### src/hw/rtl/ktmm_pkg.sv
`timescale 1ns / 1ps
`default_nettype none

package ktmm_pkg;

   localparam int unsigned NUM_KEYS     = 12;
   localparam logic [7:0]  DEBOUNCE_RST = 8'd100;
   localparam logic [13:0] LIMIT_MAX    = 14'd1023;

   // key_event codes
   localparam logic [1:0] EV_NONE  = 2'd0;
   localparam logic [1:0] EV_DIGIT = 2'd1;
   localparam logic [1:0] EV_CLEAR = 2'd2;
   localparam logic [1:0] EV_ENTER = 2'd3;

   // phase codes
   localparam logic [1:0] PH_LOWER   = 2'd0;
   localparam logic [1:0] PH_UPPER   = 2'd1;
   localparam logic [1:0] PH_MONITOR = 2'd2;
   localparam logic [1:0] PH_ERROR   = 2'd3;

   // level codes
   localparam logic [1:0] LV_NONE = 2'd0;
   localparam logic [1:0] LV_DRY  = 2'd1;
   localparam logic [1:0] LV_OK   = 2'd2;
   localparam logic [1:0] LV_WET  = 2'd3;

   // key codes above the digits
   localparam logic [3:0] KC_CLEAR = 4'd10;
   localparam logic [3:0] KC_ENTER = 4'd11;

   typedef struct packed {
      logic       valid;
      logic [3:0] idx;
   } key_lookup_type;

   // Keypad position to key slot. Rows 0..2 x columns 0..2 are digits 1..9;
   // row 3 has Clear, 0, unused, Enter.
   function automatic key_lookup_type key_lookup(input logic [1:0] row,
                                                 input logic [1:0] col);
      key_lookup_type r;
      r.valid = 1'b0;
      r.idx   = 4'd0;
      if (row != 2'd3) begin
         if (col != 2'd3) begin
            r.valid = 1'b1;
            r.idx   = 4'({2'b00, row} * 4'd3 + {2'b00, col});
         end
      end else begin
         case (col)
            2'd0: begin
               r.valid = 1'b1;
               r.idx   = 4'd9;
            end
            2'd1: begin
               r.valid = 1'b1;
               r.idx   = 4'd10;
            end
            2'd3: begin
               r.valid = 1'b1;
               r.idx   = 4'd11;
            end
            default: begin
               r.valid = 1'b0;
               r.idx   = 4'd0;
            end
         endcase
      end
      return r;
   endfunction

   // Key slot to key code: digits 0..9, Clear, Enter.
   function automatic logic [3:0] key_code(input logic [3:0] idx);
      logic [3:0] c;
      case (idx)
         4'd9:    c = KC_CLEAR;
         4'd10:   c = 4'd0;
         4'd11:   c = KC_ENTER;
         default: c = idx + 4'd1;
      endcase
      return c;
   endfunction

endpackage

`default_nettype wire

### src/hw/rtl/keypad_threshold_moisture_monitor.sv
// Keypad threshold moisture monitor. Each transfer on the req_ channel is
// either a keypad scan tick (req_tuser = 0, column levels in req_tdata) or a
// moisture ADC sample (req_tuser = 1). Every accepted item yields exactly one
// rsp_ transfer, registered, in the cycle after acceptance; one item per clock
// is sustained, and a new item is taken while the previous result waits,
// as long as rsp_tready frees the result register. The 4x4 keypad is scanned
// one row per tick: drive rsp row_drive on the rows before the next tick. A
// new press holds the row for debounce_ticks ticks (csr_we / csr_wdata,
// reset 100, 0 acts as 1) and is then resampled. Digits build a number of
// up to MAX_DIGITS digits, Clear zeroes it, Enter stores the lower then the
// upper limit (swapped if needed; above 1023 gives the error phase). In the
// monitoring phase samples are classified dry / ok / wet, fan on when wet.
`timescale 1ns / 1ps
`default_nettype none

module keypad_threshold_moisture_monitor
   import ktmm_pkg::*;
#(
   parameter int unsigned MAX_DIGITS = 4   // 1..4
) (
   input  wire logic        clock,
   input  wire logic        reset,
   // input channel
   input  wire logic        req_tvalid,
   output logic             req_tready,
   input  wire logic [15:0] req_tdata,     // [3:0] columns, [13:4] sample, [15:14] zero
   input  wire logic        req_tuser,     // [0] action: 0 scan tick, 1 ADC sample
   // result channel
   output logic             rsp_tvalid,
   input  wire logic        rsp_tready,
   output logic [31:0]      rsp_tdata,     // [3:0] row_drive, [5:4] key_event,
                                           // [19:6] typed_value, [21:20] phase,
                                           // [23:22] level, [24] fan_on, [31:25] zero
   // configuration
   input  wire logic        csr_we,
   input  wire logic [7:0]  csr_wdata      // debounce_ticks
);

   localparam logic [2:0] MAX_DIGITS_W = 3'(MAX_DIGITS);

   // ---------------------------------------------------------------------
   // State
   // ---------------------------------------------------------------------
   logic [7:0]          debounce_ticks_ff;
   logic [1:0]          row_ff,       row_in;
   logic [NUM_KEYS-1:0] last_lvl_ff,  last_lvl_in;   // 1 = released
   logic [7:0]          dbc_ff,       dbc_in;        // 0 = not debouncing
   logic [1:0]          pend_col_ff,  pend_col_in;
   logic [2:0]          digits_ff,    digits_in;
   logic [13:0]         entry_ff,     entry_in;
   logic [13:0]         lower_ff,     lower_in;
   logic [13:0]         upper_ff,     upper_in;
   logic [1:0]          phase_ff,     phase_in;

   // result register
   logic                rsp_valid_ff;
   logic [31:0]         rsp_data_ff,  rsp_data_in;

   logic                accept;
   logic                action;
   logic [3:0]          cols;
   logic [9:0]          sample;

   assign action = req_tuser;
   assign cols   = req_tdata[3:0];
   assign sample = req_tdata[13:4];

   // Result register frees up on the same edge it is taken.
   assign req_tready = !rsp_valid_ff || rsp_tready;
   assign accept     = req_tvalid && req_tready;
   assign rsp_tvalid = rsp_valid_ff;
   assign rsp_tdata  = rsp_data_ff;

   // ---------------------------------------------------------------------
   // Next-state logic for one item
   // ---------------------------------------------------------------------
   always_comb begin
      logic [1:0]     ev;
      logic [1:0]     lvl;
      logic           fan;
      logic           hold;
      logic           do_scan;
      logic           stop;
      logic [2:0]     first;
      logic [7:0]     reload;
      logic [13:0]    sample_w;
      logic [3:0]     code;
      logic           lv;
      logic [3:0]     row_drive;
      logic [13:0]    shown;
      key_lookup_type kl;

      row_in      = row_ff;
      last_lvl_in = last_lvl_ff;
      dbc_in      = dbc_ff;
      pend_col_in = pend_col_ff;
      digits_in   = digits_ff;
      entry_in    = entry_ff;
      lower_in    = lower_ff;
      upper_in    = upper_ff;
      phase_in    = phase_ff;

      ev       = EV_NONE;
      lvl      = LV_NONE;
      fan      = 1'b0;
      hold     = 1'b0;
      do_scan  = 1'b0;
      stop     = 1'b0;
      first    = 3'd0;
      code     = 4'd0;
      lv       = 1'b1;
      kl       = '0;
      reload   = (debounce_ticks_ff == 8'd0) ? 8'd1 : debounce_ticks_ff;
      sample_w = {4'd0, sample};

      if (action) begin
         // ADC sample: classify only while monitoring
         if (phase_ff == PH_MONITOR) begin
            if (sample_w > upper_ff) begin
               lvl = LV_DRY;
            end else if (sample_w < lower_ff) begin
               lvl = LV_WET;
               fan = 1'b1;
            end else begin
               lvl = LV_OK;
            end
         end
      end else if (phase_ff == PH_LOWER || phase_ff == PH_UPPER) begin
         if (dbc_ff > 8'd1) begin
            dbc_in = dbc_ff - 8'd1;
            hold   = 1'b1;
         end else if (dbc_ff == 8'd1) begin
            // resample tick for the pending key
            dbc_in  = 8'd0;
            kl      = key_lookup(row_ff, pend_col_ff);
            lv      = cols[pend_col_ff];
            do_scan = 1'b1;
            first   = {1'b0, pend_col_ff} + 3'd1;
            if (kl.valid) begin
               last_lvl_in[kl.idx] = lv;
               if (!lv) begin
                  code = key_code(kl.idx);
                  if (code == KC_CLEAR) begin
                     ev        = EV_CLEAR;
                     entry_in  = 14'd0;
                     digits_in = 3'd0;
                  end else if (code == KC_ENTER) begin
                     ev        = EV_ENTER;
                     do_scan   = 1'b0;
                     entry_in  = 14'd0;
                     digits_in = 3'd0;
                     if (phase_ff == PH_LOWER) begin
                        lower_in = entry_ff;
                        phase_in = PH_UPPER;
                     end else begin
                        // store upper, swap when it sits below the lower limit
                        if (entry_ff < lower_ff) begin
                           upper_in = lower_ff;
                           lower_in = entry_ff;
                        end else begin
                           upper_in = entry_ff;
                        end
                        phase_in = (entry_ff > LIMIT_MAX || lower_ff > LIMIT_MAX) ?
                                   PH_ERROR : PH_MONITOR;
                     end
                  end else if (digits_ff < MAX_DIGITS_W) begin
                     ev        = EV_DIGIT;
                     entry_in  = 14'((entry_ff << 3) + (entry_ff << 1) + {10'd0, code});
                     digits_in = digits_ff + 3'd1;
                  end
               end
            end
         end else begin
            do_scan = 1'b1;
            first   = 3'd0;
         end

         // scan the rest of the row: releases update, first new press debounces
         if (do_scan) begin
            for (int c = 0; c < 4; c++) begin
               if (3'(c) >= first && !stop) begin
                  kl = key_lookup(row_ff, 2'(c));
                  if (kl.valid && (cols[c] != last_lvl_in[kl.idx])) begin
                     if (!cols[c]) begin
                        pend_col_in = 2'(c);
                        dbc_in      = reload;
                        stop        = 1'b1;
                        hold        = 1'b1;
                     end else begin
                        last_lvl_in[kl.idx] = 1'b1;
                     end
                  end
               end
            end
         end

         if (!hold) begin
            row_in = row_ff + 2'd1;
         end
      end

      // enter shows the number just stored, everything else the live entry
      shown = (ev == EV_ENTER) ? entry_ff : entry_in;

      if (phase_in == PH_LOWER || phase_in == PH_UPPER) begin
         row_drive = ~(4'd1 << row_in);
      end else begin
         row_drive = 4'hF;
      end

      rsp_data_in = {7'd0, fan, lvl, phase_in, shown, ev, row_drive};
   end

   // ---------------------------------------------------------------------
   // Registers
   // ---------------------------------------------------------------------
   always_ff @(posedge clock) begin
      if (reset) begin
         debounce_ticks_ff <= DEBOUNCE_RST;
         row_ff            <= 2'd0;
         last_lvl_ff       <= '1;
         dbc_ff            <= 8'd0;
         pend_col_ff       <= 2'd0;
         digits_ff         <= 3'd0;
         entry_ff          <= 14'd0;
         lower_ff          <= 14'd0;
         upper_ff          <= 14'd0;
         phase_ff          <= PH_LOWER;
         rsp_valid_ff      <= 1'b0;
      end else begin
         if (csr_we) begin
            debounce_ticks_ff <= csr_wdata;
         end
         if (accept) begin
            row_ff       <= row_in;
            last_lvl_ff  <= last_lvl_in;
            dbc_ff       <= dbc_in;
            pend_col_ff  <= pend_col_in;
            digits_ff    <= digits_in;
            entry_ff     <= entry_in;
            lower_ff     <= lower_in;
            upper_ff     <= upper_in;
            phase_ff     <= phase_in;
            rsp_valid_ff <= 1'b1;
         end else if (rsp_tready) begin
            rsp_valid_ff <= 1'b0;
         end
      end
   end

   // payload, no reset
   always_ff @(posedge clock) begin
      if (accept) begin
         rsp_data_ff <= rsp_data_in;
      end
   end

endmodule

`default_nettype wire

### config.mk
export PLATFORM = sky130hd
export DESIGN_NAME = keypad_threshold_moisture_monitor
export DESIGN_NICKNAME = d
export VERILOG_FILES = /design/src/hw/rtl/ktmm_pkg.sv /design/src/hw/rtl/keypad_threshold_moisture_monitor.sv
export SDC_FILE = /design/constraint.sdc
export NUM_CORES = 1
export LEC_CHECK = 0
export ABC_AREA = 1
export BUFFER_PORTS_ARGS = -buffer_cell sky130_fd_sc_hd__buf_2
export CORE_UTILIZATION = 25
export DETAILED_ROUTE_END_ITERATION = 16
export PLACE_DENSITY = 0.51
export SYNTH_ARGS = -nofsm -noshare
export SYNTH_HDL_FRONTEND = slang
export SYNTH_SLANG_ARGS = --single-unit
### constraint.sdc
create_clock -name clock -period 12.4 [get_ports clock]
set_input_delay 0.62 -clock clock [delete_from_list [all_inputs] [get_ports clock]]
set_output_delay 0.62 -clock clock [all_outputs]
set_load 0.02 [all_outputs]
==> flow_metrics.tcl, run 1 <==
set metrics [dict create \
    syn_avg_cell_area_sq_um 7.32 \
    htree_levels 3 \
    syn_inst 1094 \
    maxCapViolations 0 \
    initial_utilization 0.254 \
    gp_congestion 0.870 \
    final_cell_area_sq_um 8910 \
    cts_setup_buffers 0 \
    cts_inserted_buffers 9 \
    antenna_found_initial 0 \
    ys.flop_type "dfxtp_1" \
    grt_pass1_wl_mm 35.0 \
    worst_slew_pin_slew_ns 0.992 \
    status "finished clean" \
    drc 0 \
    portBuffers 54 \
    hold_viol_final 0 \
    grt_pass1_vias 6818 \
    synth_area_sq_um 8000 \
    cts_root_buffer "clkbuf_16" \
    arrival_ns 7.46 \
    synthDistinctLibCells 60 \
    min_path_cells 3 \
    vias 7127 \
    power_density_nw_per_um2 123 \
    period_share 0.591 \
    leakagePower_uw 0.00393 \
    synth-seq-cells 105 \
    period_needed_ns 7.33 \
    drive_gt1_frac 0.139 \
    top_layer_used "met4" \
    drv_slew 0 \
    worst_slew_margin_rel 0.338 \
    path_buf_inv 4 \
    worst_path_max_delay_cell "dfxtp_1" \
    setup_violations 0 \
    ios 64 \
    grt_usage 0.134 \
    worstSetupEndpointType "flip-flop" \
    hpwl_mm 16.4 \
    min_path_type "primary input to flip-flop" \
    clkSinkCount 105 \
    wl_met2_mm 9.61 \
    clockBufferDepth 2 \
    cp_common_cell "nand2_1" \
    worstRegToRegCells 36 \
    synth-async-reset-ratio 0 \
    grt_start_max_net_pins 49 \
    crit_fanout 10 \
    die_y_microns 181 \
    ctsHoldBuffers 0 \
    critPathKind "flip-flop to flip-flop" \
    finalWirelength_mm 21.5 \
    cts_tree "built" \
    area_growth_pct 11.4 \
    finClkSkew_ns 0.0124 \
    post-place-ws_ns 5.33 \
    setup-tns-final_ns 0 \
    avgRoutedWirePerCell_microns 14.0 \
    first_pass_iters 8 \
    core_area_sq_um 31600 \
    route.met3.wl_microns 599 \
    post_dp_cell_area_sq_um 8610 \
    grt_overflow 0 \
    rsz0062_at_grt "false" \
    synth-seq-area-share 0.294 \
    fmaxAchievable_ghz 0.136 \
    wl_met1_mm 10.9 \
    synth_edf_count 25 \
    via_per_inst 4.64 \
    rows 65 \
    insertion_delay_ns 0.37 \
    diodes 0 \
    clkTransAtPathRegs_ns 0.09 \
    finalPower_uw 1090 \
    cts_resized 0 \
    die_w_microns 181 \
    crit_family "simple AND/OR/NAND/NOR gates" \
    die-area_sq_um 32700 \
    drtAntennaViolNets 0 \
    drt_iter0_drc 469 \
    layout_setup_ws_ns 5.07 \
    vdd_drop_max_uv 67.8 \
    critPathMaxStageDelay_ns 0.71 \
    start_kind "flip-flop" \
    nets 1236 \
    finish.utilization 0.283 \
    ys_warn_count 0 \
    worstPathRequired_ns 12.53 \
    worstSetupPathDepth 36 \
]
[path summary, 6_finish.rpt]
| path | from | end | slack, ns |
|---|---|---|---|
| worst max register to register | row_ff[0]$_SDFFE_PP0P_ | rsp_tdata[0]$_SDFFCE_PN1P_ | 5.07 |
| worst min-delay path | csr_wdata[4] | debounce_ticks_ff[4]$_SDFFE_PP0P_ | 0.46 |
| worst min register to register | upper_ff[11]$_SDFFE_PP0P_ | upper_ff[11]$_SDFFE_PP0P_ | 0.47 |
| worst max-delay path | row_ff[0]$_SDFFE_PP0P_ | rsp_tdata[0]$_SDFFCE_PN1P_ | 5.07 |
[synth_stat cells, types with 11 or more instances]
| cell type | count | area, sq um |
|---|---|---|
| nor2_1 | 62 | 233 |
| ha_1 | 75 | 938 |
| nor2_2 | 12 | 75.1 |
| a21oi_1 | 136 | 681 |
| nand2_2 | 14 | 87.6 |
| inv_1 | 153 | 574 |
| nor3_1 | 11 | 55.1 |
| nand2_1 | 180 | 676 |
| nand3_1 | 49 | 245 |
| edfxtp_1 | 25 | 751 |
| o21bai_1 | 12 | 90.1 |
| nand4_1 | 15 | 93.8 |
| clkbuf_1 | 24 | 90.1 |
| o21ai_0 | 96 | 480 |
| dfxtp_1 | 80 | 1600 |
[report_power, final]
group | total [uW] | switching [uW] | leakage (uW) | internal [uW]
clock network | 300 | 156 | 0.000149 | 144
registers | 396 | 21.3 | 0.000900 | 374
logic | 398 | 276 | 0.00288 | 122
total | 1090 | 453 | 0.00393 | 641
[cell type report]
class | count | area, sq um
repair buffers | 59 | 308
inverters | 166 | 628
clock inverters | 7 | 76.3
flip-flops and latches | 105 | 2350
multi-input cells | 787 | 4820
clock buffers | 9 | 225
well taps | 402 | 503
fillers | 3481 | 22600
[flip-flops by register name (all words and copies together), names as in the netlist]
signal / cells
rsp_tvalid: 1
phase_ff: 2
rsp_tdata: 25
last_lvl_ff: 12
lower_ff: 14
upper_ff: 14
entry_ff: 14
debounce_ticks_ff: 8
dbc_ff: 8
row_ff: 2
pend_col_ff: 2
digits_ff: 3
[placed cells by master, fill, tap and decap left out, types with 12 or more instances in the layout]
cell / count
a21oi_1: 136
buf_2: 54
dfxtp_1: 80
edfxtp_1: 25
ha_1: 75
inv_1: 153
nand2_1: 180
nand2_2: 14
nand3_1: 49
nand4_1: 15
nor2_1: 62
nor2_2: 12
o21ai_0: 96
o21bai_1: 12
[logic make-up (layout without fill, tap and decap cells)]
group | Yosys count | count (layout) | share of synthesized area
buf+inv | 208 | 241 | 0.107
flops | 105 | 105 | 0.294
compound gates | 300 | 300 | 0.215
xor+xnor | 14 | 14 | 0.0153
fa+ha+maj | 78 | 78 | 0.125
simple gates | 388 | 388 | 0.243
other cells | 1 | 7 | 0.000469
[layer usage]
layer,vias to the layer above,track usage
li1,3746,-
met1,3245,0.184
met2,111,0.215
met3,25,0.0161
met4,0,0.0478
met5,-,0
[per-stage QoR]
stage / hold slack (ns) / cells
final: 0.460 / 1535
after global routing: 0.466 / 1535
after CTS: 0.451 / 1535
after detailed placement: 0.455 / 1519
after global placement: 0.452 / 1519
after floorplan: 0.434 / 1100
[worst min-delay path, cell delays in order]
cell and delay, ns:
buf_2 0.07, nor2_1 0.03, nor2_1 0.08
Power figures use the tool's default switching activity.
==> run 2: changes to the inputs <==
--- a/config.mk
+++ b/config.mk
@@ -5,7 +5,7 @@
 export SDC_FILE = /design/constraint.sdc
 export NUM_CORES = 1
 export LEC_CHECK = 0
-export ABC_AREA = 1
+export ABC_AREA = 0
 export BUFFER_PORTS_ARGS = -buffer_cell sky130_fd_sc_hd__buf_2
 export CORE_UTILIZATION = 25
 export DETAILED_ROUTE_END_ITERATION = 16
==> constraint.sdc (replaced) <==
create_clock -name clock -period 6.8 [get_ports clock]
set_input_delay 0.34 -clock clock [delete_from_list [all_inputs] [get_ports clock]]
set_output_delay 0.34 -clock clock [all_outputs]
set_load 0.02 [all_outputs]
==> run 2 against run 1 <==
Clock skew grew 0.0042 ns. First-iteration DRC count up 8.5%. Power is 45% higher. Largest cell class unchanged.
==> flow_metrics.tcl, run 2 <==
set metrics [dict create \
    syn_avg_cell_area_sq_um 8.62 \
    status "finished clean" \
    synth-simple-area-share 0.188 \
    finClkSkew_ns 0.0166 \
    synth_fa_ha_area_frac 0.133 \
    synth_common_cells "105 x nor2_1, 80 x dfxtp_1, 75 x ha_1" \
    fillerInstances 3212 \
    critPathKind "flip-flop to flip-flop" \
    worstSetupEndpointType "flip-flop" \
    r2r-end "rsp_tdata[3]$_SDFFCE_PN1P_" \
    grt_pass1_wl_mm 31.9 \
    p_seq_frac 0.428 \
    setup-tns-final_ns 0 \
    gp_congestion 0.924 \
    fmaxAchievable_ghz 0.155 \
    die-area_sq_um 30800 \
    drt_iter0_drc 509 \
    ios 64 \
    synth-seq-cells 105 \
    insertion_delay_ns 0.36 \
    synth.area.mux_share 0.0688 \
    hold_ws_ns 0.193 \
    syn_inst 873 \
    ys.flop_type "dfxtp_1" \
    synth_top_family_by_area "compound AO/OA/AOI/OAI gates" \
    synth_compound_area_frac 0.219 \
    period_needed_ns 6.44 \
    combPwrFrac 0.240 \
    critPathMaxStageDelay_ns 0.55 \
    crit_fanout 7 \
    synth_xor_area_frac 0.0151 \
    grt_start_max_net_pins 78 \
    diodes 0 \
    leakagePower_uw 0.00327 \
    synth.largest_area_cell "dfxtp_1" \
    synth-seq-area-share 0.313 \
    drive_gt1_frac 0.140 \
    rows 63 \
    core_area_sq_um 29600 \
    initial_utilization 0.254 \
    min_path_cells 2 \
    worst_slew_margin_rel 0.233 \
    vdd_drop_max_uv 101 \
    critPathCapture "rsp_tdata[3]$_SDFFCE_PN1P_" \
    critPathLaunch "row_ff[1]$_SDFFE_PP0P_" \
    first_pass_iters 5 \
    final_common_cell "nor2_1" \
    finalWirelength_mm 20.5 \
    cp_common_cell "ha_1" \
    drv_slew 0 \
    clockBufferDepth 2 \
    area_growth_pct 14.0 \
    rrSetupSlack_ns 0.36 \
    cts_inserted_buffers 9 \
    grt_pass1_vias 5970 \
    die_y_microns 176 \
    vias 6517 \
    via_per_inst 4.94 \
    ctsHoldBuffers 0 \
    setup_violations 0 \
    p_switching_uw 526 \
    drtAntennaViolNets 0 \
    start_kind "flip-flop" \
    ys_warn_count 0 \
    grt_overflow 0 \
    internal_power_uw 1060 \
    power_density_nw_per_um2 185 \
    cts_tree "built" \
    worst_path_max_delay_cell "fa_1" \
    yosys-top-cells-area "dfxtp_1 21%, ha_1 12%, edfxtp_1 10%" \
    hold_viol_final 0 \
    clkPwrFrac 0.333 \
    yosysMostFrequentCell "nor2_1" \
    antenna_found_initial 0 \
    hpwl_mm 15.1 \
    portBuffers 54 \
    synth-async-reset-ratio 0 \
    nets 1032 \
    r2r_start "row_ff[1]$_SDFFE_PP0P_" \
    drc 0 \
    min_path_type "primary input to flip-flop" \
    worst_slew_pin_slew_ns 1.15 \
    synthDistinctLibCells 93 \
    largest_reg_flops 25 \
    grt_usage 0.131 \
    synth_area_sq_um 7530 \
    clkSinkCount 105 \
    p_sw_frac 0.332 \
    maxCapViolations 0 \
    arrival_ns 6.53 \
    avgRoutedWirePerCell_microns 15.5 \
    worstPathRequired_ns 6.90 \
    crit_chain "inv_1 > ha_1 > fa_1 > o2bb2ai_2 > ha_1 > nand4_1 > or3_1 > and2_1 > mux4_2 > mux2i_1 > o21a_1 > ha_1 > a311oi_1 > buf_4 > nand3_1 > o311ai_1 > o221ai_2 > o21ai_4 > a21oi_2 > o22ai_1 > a311oi_1 > or3_4 > a21o_2 > mux2_1" \
    cts_root_buffer "clkbuf_16" \
    worstRegToRegCells 24 \
    htree_levels 3 \
    die_w_microns 176 \
    layout_common_cells "105 x nor2_1, 80 x dfxtp_1, 74 x ha_1, 72 x nand2_1, 56 x inv_1" \
    period_share 0.946 \
    synth_edf_count 25 \
    clkTransAtPathRegs_ns 0.07 \
    synth_top_cell_area_share 0.213 \
]
run 2: cell count changes in the layout (fill, tap and decap cells not counted), moves of 12 or more:
cell,delta
inv_1,-97
a21oi_1,-89
o21ai_0,-72
nor2_1,+43
nand3_1,-27
mux2i_1,+39
a211oi_1,+16
a21o_1,+17
nor2_2,-12
buf_4,+23
nand2_2,-13
o21a_1,+13
nand2_1,-108
run 2: stage by stage:
stage | power, uW | instance area (sq um) | util | setup WS, ns | std cells
finish | 1580 | 8580 | 0.290 | 0.364 | 1319
global route | 1660 | 8580 | 0.290 | -0.0402 | 1319
CTS | 1590 | 8520 | 0.287 | 0.156 | 1314
detailed placement | 1060 | 8220 | 0.277 | 0.212 | 1298
global placement | 1060 | 8220 | 0.277 | 0.303 | 1298
floorplan | 948 | 7550 | - | 0.0336 | 879
run 2: cell families after synthesis:
family          Yosys count
compound gates          232
xor+xnor                 13
fa+ha+maj                78
buf+inv                 105
flops                   105
mux                      46
other cells               1
simple gates            293
run 2: worst max-delay path, delay by kind of cell, from the launching register on:
family	cells	cell delay (ns)
AO/OA/AOI/OAI	10	1.95
adder cells (fa/ha/maj)	4	1.35
AND/OR/NAND/NOR	5	1.33
multiplexers	3	0.91
flip-flops	1	0.33
buffers and inverters	2	0.30
run 2: layout make-up:
cell class,instances,area (sq um),area share
multi-input combinational,669,4750,0.554
sequential,105,2350,0.274
tap,390,488,0.0569
timing repair buffer,82,480,0.0560
clock buffer,10,239,0.0278
inverter,57,214,0.0249
clock inverter,6,57.6,0.00671
run 2: metal layers:
metal,share of wire,up-vias,global-route usage
li1,-,3274,-
met1,0.49,3041,0.184
met2,0.44,173,0.204
met3,0.049,29,0.0195
met4,0.020,0,0.0431
met5,0,-,0
run 2: repair_timing:
action,in CTS,in global routing
gates resized for setup,0,5
setup buffers,0,5
endpoints found under the setup margin,0,9
run 2: worst min-delay path by stage:
stage,startpoint,to,slack [ns]
3_3_place_gp,last_lvl_ff[0]$_SDFFE_PP1P_,last_lvl_ff[0]$_SDFFE_PP1P_,0.46
2_1_floorplan,last_lvl_ff[2]$_SDFFE_PP1P_,last_lvl_ff[2]$_SDFFE_PP1P_,0.43
6_report,csr_wdata[2],debounce_ticks_ff[2]$_SDFFE_PP1P_,0.19
5_1_grt,csr_wdata[2],debounce_ticks_ff[2]$_SDFFE_PP1P_,0.19
4_1_cts,csr_wdata[5],debounce_ticks_ff[5]$_SDFFE_PP1P_,0.18
3_5_place_dp,last_lvl_ff[0]$_SDFFE_PP1P_,last_lvl_ff[0]$_SDFFE_PP1P_,0.46
run 2: power by group through the flow:
stage	Sequential [uW]	Clock, uW	Combinational [uW]
final	677	527	379
after global placement	692	0	367
after global routing	681	569	413
after CTS	677	546	368
after detailed placement	692	0	366
after floorplan	699	0	249
